==> src/hw/rtl/assert_macros.svh <==
// assertion helpers for the effective-address unit
`ifndef ASSERT_MACROS_SVH
`define ASSERT_MACROS_SVH

// property that holds outside reset
`define ASSERT_ON(lbl, clk, rst_n, prop) \
  lbl: assert property (@(posedge clk) disable iff (!rst_n) (prop)) else $error("lbl failed");

// property checked at every edge, reset included
`define ASSERT_ALWAYS(lbl, clk, prop) \
  lbl: assert property (@(posedge clk) (prop)) else $error("lbl failed");

`endif

==> src/hw/rtl/m68k_ea_pkg.sv <==
`timescale 1ns / 1ps
`default_nettype none
package m68k_ea_pkg;

  typedef enum logic [1:0] {
    OP_RESOLVE = 2'd0,
    OP_WRITE   = 2'd1,
    OP_READ    = 2'd2,
    OP_SET_PC  = 2'd3
  } op_e;

  typedef enum logic [1:0] {
    KIND_DREG = 2'd0,
    KIND_AREG = 2'd1,
    KIND_MEM  = 2'd2
  } kind_e;

  localparam logic [2:0] MODE_DREG  = 3'd0;
  localparam logic [2:0] MODE_AREG  = 3'd1;
  localparam logic [2:0] MODE_IND   = 3'd2;
  localparam logic [2:0] MODE_POST  = 3'd3;
  localparam logic [2:0] MODE_PRE   = 3'd4;
  localparam logic [2:0] MODE_D16   = 3'd5;
  localparam logic [2:0] MODE_IDX   = 3'd6;
  localparam logic [2:0] MODE_EXT   = 3'd7;

  localparam logic [2:0] SUB_ABS_W  = 3'd0;
  localparam logic [2:0] SUB_ABS_L  = 3'd1;
  localparam logic [2:0] SUB_PC_D16 = 3'd2;
  localparam logic [2:0] SUB_PC_IDX = 3'd3;
  localparam logic [2:0] SUB_IMM    = 3'd4;

  localparam logic [1:0] SIZE_BYTE  = 2'd0;
  localparam logic [1:0] SIZE_WORD  = 2'd1;
  localparam logic [1:0] SIZE_LONG  = 2'd2;

  localparam int unsigned QDEPTH    = 2;
  localparam int unsigned QPTR_W    = 1;

  // one word after decode, as it waits for the back end
  typedef struct packed {
    op_e         op;
    logic [2:0]  mode;
    logic [2:0]  rnum;
    logic [1:0]  size;
    logic [15:0] ext;
    logic [15:0] ext2;
    logic [31:0] value;
  } cmd_t;

  function automatic logic [31:0] sext16(input logic [15:0] v);
    return {{16{v[15]}}, v};
  endfunction

  function automatic logic [31:0] sext8(input logic [7:0] v);
    return {{24{v[7]}}, v};
  endfunction

endpackage
`default_nettype wire

==> src/hw/rtl/m68k_ea_front.sv <==
`timescale 1ns / 1ps
`default_nettype none
// accepts words, packs them and keeps a short queue for the back end
module m68k_ea_front (
  input  wire logic               clk_i,
  input  wire logic               rst_ni,
  input  wire logic               in_valid_i,
  output logic                    in_ready_o,
  input  wire logic [1:0]         op_i,
  input  wire logic [2:0]         mode_i,
  input  wire logic [2:0]         reg_req_i,
  input  wire logic [1:0]         size_i,
  input  wire logic [15:0]        ext_word_i,
  input  wire logic [15:0]        ext_word2_i,
  input  wire logic [31:0]        write_value_i,
  output logic                    cmd_valid_o,
  input  wire logic               cmd_ready_i,
  output m68k_ea_pkg::cmd_t       cmd_o
);

  m68k_ea_pkg::cmd_t         mem_q [m68k_ea_pkg::QDEPTH];
  logic [m68k_ea_pkg::QPTR_W-1:0] wr_q, wr_d, rd_q, rd_d;
  logic [m68k_ea_pkg::QPTR_W:0]   cnt_q, cnt_d;
  logic push, pop;
  m68k_ea_pkg::cmd_t cin;

  always_comb begin
    cin.op    = m68k_ea_pkg::op_e'(op_i);
    cin.mode  = mode_i;
    cin.rnum  = reg_req_i;
    // size code 3 behaves as long
    cin.size  = size_i[1] ? m68k_ea_pkg::SIZE_LONG : size_i;
    cin.ext   = ext_word_i;
    cin.ext2  = ext_word2_i;
    cin.value = write_value_i;
  end

  assign in_ready_o  = (cnt_q != (m68k_ea_pkg::QPTR_W+1)'(m68k_ea_pkg::QDEPTH));
  assign cmd_valid_o = (cnt_q != '0);
  assign cmd_o       = mem_q[rd_q];
  assign push = in_valid_i && in_ready_o;
  assign pop  = cmd_valid_o && cmd_ready_i;

  always_comb begin
    wr_d  = push ? wr_q + 1'b1 : wr_q;
    rd_d  = pop ? rd_q + 1'b1 : rd_q;
    cnt_d = cnt_q + (m68k_ea_pkg::QPTR_W+1)'(push) - (m68k_ea_pkg::QPTR_W+1)'(pop);
  end

  always_ff @(posedge clk_i or negedge rst_ni) begin
    if (!rst_ni) begin
      wr_q  <= '0;
      rd_q  <= '0;
      cnt_q <= '0;
    end else begin
      wr_q  <= wr_d;
      rd_q  <= rd_d;
      cnt_q <= cnt_d;
    end
  end

  always_ff @(posedge clk_i) begin
    if (push) begin
      mem_q[wr_q] <= cin;
    end
  end

endmodule
`default_nettype wire

==> src/hw/rtl/m68k_ea_back.sv <==
`timescale 1ns / 1ps
`default_nettype none
// register file, address arithmetic and the output register
module m68k_ea_back (
  input  wire logic               clk_i,
  input  wire logic               rst_ni,
  input  wire logic               cmd_valid_i,
  output logic                    cmd_ready_o,
  input  wire m68k_ea_pkg::cmd_t  cmd_i,
  output logic                    out_valid_o,
  input  wire logic               out_ready_i,
  output logic [1:0]              target_kind_o,
  output logic                    bad_mode_o,
  output logic [31:0]             location_o,
  output logic [31:0]             read_value_o,
  output logic [31:0]             pc_after_o
);

  logic [31:0] dreg_q [8];
  logic [31:0] areg_q [8];
  logic [31:0] pc_q, pc_d;
  logic        ov_q;
  logic [1:0]  kind_q, kind_d;
  logic        bad_q, bad_d;
  logic [31:0] loc_q, loc_d, rdv_q, rdv_d, pco_q;

  logic        go;
  logic [31:0] an, stepv, xv, idx_sum, merged;
  logic        a_we, d_we;
  logic [31:0] a_wd;
  logic [3:0]  xn;

  assign cmd_ready_o = !ov_q || out_ready_i;
  assign go = cmd_valid_i && cmd_ready_o;

  always_comb begin
    an = areg_q[cmd_i.rnum];
    if (cmd_i.size == m68k_ea_pkg::SIZE_BYTE) begin
      // byte step on the stack pointer keeps it even
      stepv = (cmd_i.rnum == 3'd7) ? 32'd2 : 32'd1;
    end else if (cmd_i.size == m68k_ea_pkg::SIZE_WORD) begin
      stepv = 32'd2;
    end else begin
      stepv = 32'd4;
    end
    xn = cmd_i.ext[15:12];
    xv = xn[3] ? areg_q[xn[2:0]] : dreg_q[xn[2:0]];
    if (!cmd_i.ext[11]) begin
      xv = m68k_ea_pkg::sext16(xv[15:0]);
    end
    idx_sum = m68k_ea_pkg::sext8(cmd_i.ext[7:0]) + xv;
    unique case (cmd_i.size)
      m68k_ea_pkg::SIZE_BYTE: merged = {dreg_q[cmd_i.rnum][31:8], cmd_i.value[7:0]};
      m68k_ea_pkg::SIZE_WORD: merged = {dreg_q[cmd_i.rnum][31:16], cmd_i.value[15:0]};
      default:                merged = cmd_i.value;
    endcase
  end

  always_comb begin
    kind_d = m68k_ea_pkg::KIND_DREG;
    bad_d  = 1'b0;
    loc_d  = '0;
    rdv_d  = '0;
    pc_d   = pc_q;
    a_we   = 1'b0;
    a_wd   = cmd_i.value;
    d_we   = 1'b0;
    unique case (cmd_i.op)
      m68k_ea_pkg::OP_RESOLVE: begin
        kind_d = m68k_ea_pkg::KIND_MEM;
        unique case (cmd_i.mode)
          m68k_ea_pkg::MODE_DREG: begin
            kind_d = m68k_ea_pkg::KIND_DREG;
            loc_d  = {29'd0, cmd_i.rnum};
          end
          m68k_ea_pkg::MODE_AREG: begin
            kind_d = m68k_ea_pkg::KIND_AREG;
            loc_d  = {29'd0, cmd_i.rnum};
          end
          m68k_ea_pkg::MODE_IND: loc_d = an;
          m68k_ea_pkg::MODE_POST: begin
            loc_d = an;
            a_we  = 1'b1;
            a_wd  = an + stepv;
          end
          m68k_ea_pkg::MODE_PRE: begin
            a_we  = 1'b1;
            a_wd  = an - stepv;
            loc_d = a_wd;
          end
          m68k_ea_pkg::MODE_D16: begin
            loc_d = an + m68k_ea_pkg::sext16(cmd_i.ext);
            pc_d  = pc_q + 32'd2;
          end
          m68k_ea_pkg::MODE_IDX: begin
            loc_d = an + idx_sum;
            pc_d  = pc_q + 32'd2;
          end
          default: begin
            unique case (cmd_i.rnum)
              m68k_ea_pkg::SUB_ABS_W: begin
                loc_d = m68k_ea_pkg::sext16(cmd_i.ext);
                pc_d  = pc_q + 32'd2;
              end
              m68k_ea_pkg::SUB_ABS_L: begin
                loc_d = {cmd_i.ext, cmd_i.ext2};
                pc_d  = pc_q + 32'd4;
              end
              m68k_ea_pkg::SUB_PC_D16: begin
                loc_d = pc_q + m68k_ea_pkg::sext16(cmd_i.ext);
                pc_d  = pc_q + 32'd2;
              end
              m68k_ea_pkg::SUB_PC_IDX: begin
                loc_d = pc_q + idx_sum;
                pc_d  = pc_q + 32'd2;
              end
              m68k_ea_pkg::SUB_IMM: begin
                // byte immediate sits in the odd byte
                loc_d = (cmd_i.size == m68k_ea_pkg::SIZE_BYTE) ? pc_q + 32'd1 : pc_q;
                pc_d  = pc_q + ((cmd_i.size[1]) ? 32'd4 : 32'd2);
              end
              default: bad_d = 1'b1;
            endcase
          end
        endcase
      end
      m68k_ea_pkg::OP_WRITE, m68k_ea_pkg::OP_READ: begin
        if (cmd_i.mode[2:1] != 2'b00) begin
          bad_d = 1'b1;
        end else begin
          kind_d = cmd_i.mode[0] ? m68k_ea_pkg::KIND_AREG : m68k_ea_pkg::KIND_DREG;
          loc_d  = {29'd0, cmd_i.rnum};
          if (cmd_i.op == m68k_ea_pkg::OP_WRITE) begin
            a_we = cmd_i.mode[0];
            d_we = !cmd_i.mode[0];
          end else if (!cmd_i.mode[0]) begin
            rdv_d = dreg_q[cmd_i.rnum];
            if (cmd_i.size == m68k_ea_pkg::SIZE_BYTE) begin
              rdv_d = {24'd0, rdv_d[7:0]};
            end else if (cmd_i.size == m68k_ea_pkg::SIZE_WORD) begin
              rdv_d = {16'd0, rdv_d[15:0]};
            end
          end else begin
            rdv_d = an;
            if (cmd_i.size == m68k_ea_pkg::SIZE_WORD) begin
              rdv_d = {16'd0, rdv_d[15:0]};
            end
          end
        end
      end
      default: pc_d = cmd_i.value;
    endcase
  end

  always_ff @(posedge clk_i or negedge rst_ni) begin
    if (!rst_ni) begin
      ov_q <= 1'b0;
      pc_q <= '0;
      for (int i = 0; i < 8; i++) begin
        dreg_q[i] <= '0;
        areg_q[i] <= '0;
      end
    end else begin
      if (go) begin
        ov_q <= 1'b1;
        pc_q <= pc_d;
        if (a_we) areg_q[cmd_i.rnum] <= a_wd;
        if (d_we) dreg_q[cmd_i.rnum] <= merged;
      end else if (out_ready_i) begin
        ov_q <= 1'b0;
      end
    end
  end

  always_ff @(posedge clk_i) begin
    if (go) begin
      kind_q <= kind_d;
      bad_q  <= bad_d;
      loc_q  <= loc_d;
      rdv_q  <= rdv_d;
      pco_q  <= pc_d;
    end
  end

  assign out_valid_o   = ov_q;
  assign target_kind_o = kind_q;
  assign bad_mode_o    = bad_q;
  assign location_o    = loc_q;
  assign read_value_o  = rdv_q;
  assign pc_after_o    = pco_q;

endmodule
`default_nettype wire

==> src/hw/rtl/m68k_effective_address_unit.sv <==
`timescale 1ns / 1ps
`default_nettype none
// effective-address unit: one word per cycle while results are taken, one result per word. an
// accepted word sits in a two-entry queue, then the back end resolves it against the register
// file and program counter and holds the result in an output register. size code 3 acts as
// long.
`include "assert_macros.svh"
module m68k_effective_address_unit (
  input  wire logic        clk_i,
  input  wire logic        rst_ni,
  input  wire logic        in_valid_i,
  output logic             in_ready_o,
  input  wire logic [1:0]  op_i,
  input  wire logic [2:0]  mode_i,
  input  wire logic [2:0]  reg_req_i,
  input  wire logic [1:0]  size_i,
  input  wire logic [15:0] ext_word_i,
  input  wire logic [15:0] ext_word2_i,
  input  wire logic [31:0] write_value_i,
  output logic             out_valid_o,
  input  wire logic        out_ready_i,
  output logic [1:0]       target_kind_o,
  output logic             bad_mode_o,
  output logic [31:0]      location_o,
  output logic [31:0]      read_value_o,
  output logic [31:0]      pc_after_o
);

  logic              cmd_valid, cmd_ready;
  m68k_ea_pkg::cmd_t cmd;

  m68k_ea_front u_front (
    .clk_i, .rst_ni, .in_valid_i, .in_ready_o, .op_i, .mode_i, .reg_req_i, .size_i,
    .ext_word_i, .ext_word2_i, .write_value_i,
    .cmd_valid_o(cmd_valid), .cmd_ready_i(cmd_ready), .cmd_o(cmd)
  );

  m68k_ea_back u_back (
    .clk_i, .rst_ni, .cmd_valid_i(cmd_valid), .cmd_ready_o(cmd_ready), .cmd_i(cmd),
    .out_valid_o, .out_ready_i, .target_kind_o, .bad_mode_o, .location_o,
    .read_value_o, .pc_after_o
  );

  // a result that is not taken stays put
  `ASSERT_ON(a_out_hold, clk_i, rst_ni, out_valid_o && !out_ready_i |=> out_valid_o && $stable(location_o))
  // an undefined mode reports a zero address
  `ASSERT_ON(a_bad_zero, clk_i, rst_ni, out_valid_o && bad_mode_o |-> location_o == 32'd0)
  // queue word moves on only when the back end can take it
  `ASSERT_ON(a_q_flow, clk_i, rst_ni, cmd_valid && out_valid_o && !out_ready_i |-> !cmd_ready)
  `ASSERT_ALWAYS(a_rst_idle, clk_i, !rst_ni |=> !out_valid_o || rst_ni)

endmodule
`default_nettype wire
==> config.mk <==
export PLATFORM = sky130hd
export DESIGN_NAME = m68k_effective_address_unit
export DESIGN_NICKNAME = d
export VERILOG_FILES = /design/src/hw/rtl/m68k_ea_pkg.sv /design/src/hw/rtl/m68k_ea_front.sv /design/src/hw/rtl/m68k_ea_back.sv /design/src/hw/rtl/m68k_effective_address_unit.sv
export VERILOG_INCLUDE_DIRS = /design/src /design/src/hw/rtl
export SDC_FILE = /design/constraint.sdc
export NUM_CORES = 2
export LEC_CHECK = 0
export ABC_AREA = 1
export BUFFER_PORTS_ARGS = -buffer_cell sky130_fd_sc_hd__buf_2
export CAP_MARGIN = 20
export CORE_MARGIN = 10
export CORE_UTILIZATION = 45
export CTS_BUF_LIST = sky130_fd_sc_hd__clkbuf_2
export DETAILED_ROUTE_END_ITERATION = 6
export GPL_TIMING_DRIVEN = 0
export PLACE_DENSITY_LB_ADDON = 0.05
export SETUP_SLACK_MARGIN = 0.15
export SLEW_MARGIN = 10
export SYNTH_ARGS = -nofsm -noshare
export SYNTH_HDL_FRONTEND = slang
export SYNTH_SLANG_ARGS = --single-unit
==> constraint.sdc <==
create_clock -name clk_i -period 8.5 [get_ports clk_i]
set_input_delay 1.7 -clock clk_i [delete_from_list [all_inputs] [get_ports clk_i]]
set_output_delay 1.7 -clock clk_i [all_outputs]
set_load 0.01 [all_outputs]
# --- After elaboration in Yosys (flattened, before gate mapping) ---
# Memories as Yosys holds them, arrays and structs flattened.
# Index checks and enable logic that the tools add are counted.
classes:
  add_sub_neg: 15
  n_mul: 0
  n_div: 0
  magnitude_cmp: 3
  n_eq_ne: 15
  shifts: 0
  muxes: 57
  bitwise_logic: 3
  n_reduce_logical: 25
op_table:
  columns: ["cell", "count"]
  rows:
  - ["two-way mux 32 bit", 18]
  - ["bitwise mux 256 bit", 2]
  - ["binary-select mux 32 bit (select 3 bit)", 4]
  - ["case mux 32 bit (2 select lines)", 5]
  - ["case mux 32 bit (5 select lines)", 2]
  - ["adder 32 bit", 7]
  - ["demux 32 bit (select 3 bit)", 1]
  - ["case mux 32 bit (3 select lines)", 1]
  - ["adder 32 x 1 -> 32 bit, second input constant", 1]
  - ["adder 32 x 2 -> 32 bit, second input constant", 1]
  - ["adder 32 x 3 -> 32 bit, second input constant", 1]
  - ["subtractor 32 bit", 1]
  - ["equality test 3 bit, second input constant", 5]
  - ["two-way mux 1 bit", 14]
  - ["equality test 3 x 2 -> 1 bit, second input constant", 4]
  - ["OR reduction 2 bit", 5]
  - ["OR reduction 5 bit", 2]
  - ["two-way mux 3 bit", 3]
  - ["greater-or-equal comparator 4 bit, second input constant", 2]
  - ["inverter 3 -> 4 bit", 2]
  - ["case mux 2 bit (2 select lines)", 2]
  - ["OR reduction 7 bit", 1]
  - ["equality test 3 x 1 -> 1 bit, second input constant", 2]
  - ["zero test 3 bit", 2]
  - ["other kinds (17)", 30]
totals:
  register_bits: 648
  latch_bits: 0
  ramBits: 148
  romBits: 0
  in_bits: 78
  out_inout_bits: 101
  elab_cells: 145
  mem_count: 1
memory_table:
  columns: ["memory", "depth", "word_bits", "read_ports", "rd_clocked_by_memory_dff", "wr", "line_no", "rtl"]
  rows:
  - ["u_front.mem_q", 2, 74, 1, 0, 1, "m68k_ea_front.sv:21", "m68k_ea_pkg::cmd_t mem_q [m68k_ea_pkg::QDEPTH];"]

# --- Longest topological paths before layout ---
# An unclocked memory read counts as a cell.
logic_depth:
  word_depth: 12
  depth_mapped: 45
  mapped_depth_nobuf: 39

# --- Hierarchy ---
# From an unflattened synthesis, not the netlist that was laid out.
hier_totals:
  cells_unflattened: 6965
  area_unflattened_um2: 51136.5
modules_own_cells:
  columns: ["module", "n_inst", "cells_per_inst", "area_per_inst_um2"]
  rows:
  - ["m68k_ea_back", 1, 6545, 45533.7]
  - ["m68k_ea_front", 1, 420, 5602.9]

# --- Least setup slack after synthesis ---
# OpenSTA, ideal clock, no wires.
synth_path:
  kind: "input -> register"
  startpoint: "input out_ready_i"
  endpoint: "register u_front.cnt_q[1] in the netlist's numbering"
  setup_ns: 0.079
  arrival_time_ns: 6.236
  t_required_ns: 8.421
  slack_ns: 2.185
  cell_stages: 9
  path_buffers: 2
  path_cell_list: "nor2_1 -> a21oi_1 -> clkbuf_1 -> clkbuf_1 -> ha_1 -> inv_1 -> ha_1 -> xnor2_1 -> xor2_1"
synth_via:
  elab_chain_len: 3
synth_rtl:
  columns: ["item", "line_no", "rtl"]
  rows:
  - ["start: declaration", "m68k_effective_address_unit.sv:21", "input wire logic out_ready_i,"]
  - ["logical OR 1 bit", "m68k_ea_back.sv:33", "assign cmd_ready_o = !ov_q || out_ready_i;"]
  - ["logical AND 1 bit", null, null]
  - ["named net u_back.go", "m68k_ea_back.sv:27", "logic go;"]
  - ["subtractor 2 x 1 -> 2 bit", "m68k_ea_front.sv:47", "cnt_d = cnt_q + (m68k_ea_pkg::QPTR_W+1)'(push) - (m68k_ea_pkg::QPTR_W+1)'(pop);"]
  - ["named net u_front.cnt_d (one bit)", "m68k_ea_front.sv:23", "logic [m68k_ea_pkg::QPTR_W:0] cnt_q, cnt_d;"]
  - ["end signal: assignment", "m68k_ea_front.sv:58", "cnt_q <= cnt_d;"]
  - ["end: declaration", "m68k_ea_front.sv:23", null]
# The timed path passes the listed nets, and every way through them passes these cells.
# A chain may end at the register's enable or synchronous reset.

# --- Final worst setup path ---
layout_path:
  startpoint: "register u_front.rd_q"
  endpoint: "register u_back.loc_q[14] (netlist: u_back.location_o[14]) (data pin)"
layout_via:
  elab_chain_len: 12
  elab_cells_between_ends: 48
layout_rtl:
  columns: ["item", "line_no", "rtl"]
  rows:
  - ["start: declaration", "m68k_ea_front.sv:22", "logic [m68k_ea_pkg::QPTR_W-1:0] wr_q, wr_d, rd_q, rd_d;"]
  - ["start signal: assignment", "m68k_ea_front.sv:57", "rd_q <= rd_d;"]
  - ["memory read (2 x 74 bit) *", null, null]
  - ["inverter 3 -> 4 bit (not written as such)", "m68k_ea_back.sv:47", "xv = xn[3] ? areg_q[xn[2:0]] : dreg_q[xn[2:0]];"]
  - ["binary-select mux 32 bit (select 3 bit)", "m68k_ea_back.sv:47", null]
  - ["two-way mux 32 bit (not written as such) (2 in a row)", "m68k_ea_back.sv:47", null]
  - ["two-way mux 32 bit", "m68k_ea_back.sv:47", null]
  - ["two-way mux 32 bit", "m68k_ea_back.sv:48", "if (!cmd_i.ext[11]) begin"]
  - ["adder 32 bit", "m68k_ea_back.sv:51", "idx_sum = m68k_ea_pkg::sext8(cmd_i.ext[7:0]) + xv;"]
  - ["adder 32 bit", "m68k_ea_back.sv:114", "loc_d = pc_q + idx_sum;"]
  - ["case mux 32 bit (5 select lines)", "m68k_ea_back.sv:100", "unique case (cmd_i.rnum)"]
  - ["case mux 32 bit (5 select lines)", "m68k_ea_back.sv:71", "unique case (cmd_i.mode)"]
  - ["case mux 32 bit (2 select lines) *", "m68k_ea_back.sv:68", "unique case (cmd_i.op)"]
  - ["end signal: assignment", "m68k_ea_back.sv:179", "loc_q <= loc_d;"]
  - ["end: declaration", "m68k_ea_back.sv:25", "logic [31:0] loc_q, loc_d, rdv_q, rdv_d, pco_q;"]
# Mark *: on every way between the ends. The rest lies on a longest branch, timed or not. The select of a mux whose other input is x is not followed.

==> impl_metrics.csv <==
group,metric,value,unit
yosys,syn_area_per_cell,7.28,um^2
routing,drtAntennaViolNets,0,
routing,route.detailed.drc,3,
floorplan,die_height,358,um
finish,area_growth,11.8,%
critical_path,crit_slowest_cell,"nor4_1",
place,placed_cells,8765,
timing,tightest_slew,1.31,ns
timing,rsz0062_at_grt,"true",
routing,wire_per_inst,32.4,um
critical_path,slowest_delay,0.66,ns
clock_network,clk_path_buf_depth,3,
critical_path,cp-end-kind,"flip-flop",
yosys,synth-simple-area-share,27.1,%
place,io_buffers,178,
yosys,synth-main-ff-cell,"dfrtp_1",
critical_path,cp_num_cells,32,
critical_path,cpMostUsedCell,"inv_1",
critical_path,startpoint_type,"flip-flop",
routing,dr.first_iter.drc_count,10800,
clock_network,cts_buffers,211,
timing,fin_setup_tns,0,ns
timing,finalCriticalPeriod,8.36,ns
timing,hold_violations,0,
place,place_congestion,1.10,
grt,antenna_found_initial,31,
timing,relSlewSlack,10.5,%
worst_hold_path,whs_path_depth,1,
yosys,synth_top_family_by_area,"simple AND/OR/NAND/NOR gates",
routing,drt_wl_total,298000,um
floorplan,io_pins,179,
clock_network,htreeDepth,4,
yosys,netlist_area,0.0514,mm^2
floorplan,die_w,358,um
timing,whs,0.124,ns
grt,grt_pass1_wl,410000,um
timing,skew,0.151,ns
finish,n_fill_cell,11600,
grt,grt_pass1_vias,54400,
yosys,ys_seq_area_share,41.2,%
yosys,synth.area.mux_share,0.197,%
yosys,synth_warnings,0,
clock_network,cts_tree,"built",
clock_network,cts.sinks,796,
timing,setup-violations-final,0,
yosys,netlist_instances,7058,
clock_network,clockRootBuffer,"clkbuf_2",
routing,vias,59700,
yosys,synth_compound_area_share,19.9,%
yosys,synth_area_leader_cell,"dfrtp_1",
routing,via_per_inst,6.49,
critical_path,crit_type,"reg2reg",
finish,design_area,0.0575,mm^2
yosys,yosys-top-cells-count,"nand2_1 (2335), o21ai_0 (763), dfrtp_1 (549)",
clock_network,clk_pin_slew_worst_paths,0.10,ns
timing,max_freq,120,MHz
yosys,yosysMostFrequentCell,"nand2_1",
yosys,synth_fa_ha_area_share,3.03,%
yosys,synth_area_leaders,"dfrtp_1 (27%), nand2_1 (17%), edfxtp_1 (14%)",
yosys,synth_edf_count,247,
critical_path,crit_buf_inv,11,
grt,overflow,0,
timing,maxSlewViolCount,0,
critical_path,critPathTopFamily,"buffers and inverters",
critical_path,cp_max_fo,10,
yosys,synth_xor_area_share,1.19,%
worst_hold_path,hold_class,"in2reg",
yosys,yosysUniqueCellTypes,71,
outcome,status,"complete, but fails checks",
floorplan,start_util,45.5,%
place,dpl_cell_area,0.0547,mm^2
floorplan,core,0.113,mm^2
outcome,violations,"design-rule violations",
yosys,synth.top_cell.area_share,26.7,%
place,place.detailed.hpwl,226000,um
grt,grt_start_max_net_pins,105,
finish,instances_no_fill,9192,
floorplan,num_rows,123,
run,maxCapViolations,0,
yosys,ys_ff_latch,796,
yosys,synthesis.nets,7257,
grt,grtUsageTotal,45.0,%
finish,nets,7695,
critical_path,arrival,9.79,ns
critical_path,cp_data_required_time,9.93,ns
routing,first_pass_iters,7,
finish,drive_gt1_share,13.0,%
floorplan,dieArea,0.128,mm^2
yosys,async_flop_share,69.0,%
timing,period_share,98.4,%
clock_network,clock_latency,1.82,ns
critical_path,ff2ff_path_depth,32,
## cell families (layout without fill, tap and decap cells)
family	count (synthesis)	after routing
DFF	796	796
muxes	10	10
AOI/OAI and AO/OA	1750	1750
xor gates and xnor gates	70	70
buffers and inverters	950	1567
and+or+nand+nor	3361	3361
other	0	17
adders and majority gates	121	121
## what timing repair did
action                                 CTS  global route
setup buffers                            2             4
setup endpoints to repair               21            19
resized for setup                      120           121
endpoints found under the hold margin   86             0
pin swaps                                3             3
hold buffers                             6             0
## area by class of cell
type	instances	area, um^2	share of cell area [%]
timing repair buffer	226	1600	2.78
sequential	796	21200	36.8
clock buffer	325	1630	2.83
antenna	17	42.5	0.0740
tap	1500	1880	3.27
buffer	403	1990	3.46
clock inverter	67	413	0.718
multi-input combinational	5312	26700	46.5
inverter	546	2060	3.58
## placed cells by master, fill, tap and decap left out, types with 30 or more instances in the layout
| master | Yosys | final |
|---|---|---|
| nand2_2 | 30 | 31 |
| a221oi_1 | 48 | 45 |
| clkbuf_1 | 239 | 187 |
| dfrtp_1 | 549 | 549 |
| nor3_1 | 46 | 46 |
| xor2_1 | 59 | 54 |
| clkbuf_2 | 0 | 352 |
| or2_2 | 38 | 38 |
| o21ai_0 | 763 | 756 |
| o21ai_1 | 62 | 64 |
| edfxtp_1 | 247 | 247 |
| inv_1 | 503 | 503 |
| nand3_1 | 465 | 458 |
| ha_1 | 115 | 115 |
| buf_4 | 13 | 41 |
| buf_2 | 95 | 272 |
| nor2_1 | 294 | 292 |
| a21oi_1 | 477 | 474 |
| nand2_1 | 2335 | 2333 |
| nor2_2 | 31 | 30 |
| nand4_1 | 61 | 61 |
| inv_2 | 34 | 35 |
| o221ai_1 | 95 | 95 |
| clkinv_1 | 8 | 54 |
| o211ai_1 | 77 | 77 |
## metrics by stage
| step | util (%) | worst slack, ns |
|---|---|---|
| 6_report | 50.9 | 0.137 |
| 5_1_grt | 50.8 | 0.0879 |
| 4_1_cts | 50.6 | 0.158 |
| 3_5_place_dp | 48.5 | -1.16 |
| 3_3_place_gp | 48.0 | -6.53 |
| 2_1_floorplan | - | 2.18 |
## worst paths after layout
kind / startpoint / slack [ns] / end
setup / recovery: u_front.rd_q / 0.14 / u_back.location_o[14]
setup reg to reg: u_front.rd_q / 0.14 / u_back.location_o[14]
min in group asynchronous: rst_ni / 0.53 / u_back.areg_q[75]
hold / removal: ext_word_i[1] / 0.12 / u_front.mem_q[0][49]
hold reg to reg: u_back.areg_q[187] / 0.49 / u_back.areg_q[187]
max in group asynchronous: rst_ni / 6.38 / u_back.dreg_q[75]
## flip-flops by register name, indices dropped and copies added (netlist names)
signal	count
u_back.target_kind_o	2
u_front.wr_q	1
u_back.out_valid_o	1
u_back.read_value_o	32
u_back.bad_mode_o	1
u_back.pc_q	32
u_front.mem_q	148
u_back.pc_after_o	32
u_back.dreg_q	256
u_front.rd_q	1
u_back.areg_q	256
u_front.cnt_q	2
u_back.location_o	32
## routing by layer
metal	vias up	wire length, um	part of all wire [%]	track usage [%]
li1	24900	-	-	-
met1	28300	111000	37	58.5
met3	1179	51600	17	21.2
met4	32	21700	7.3	28.1
met2	5237	114000	38	59.1
met5	-	308	0.10	0.113
Power is not shown: default switching activity piles up to over one toggle a cycle in this logic, so the estimate is an artifact.
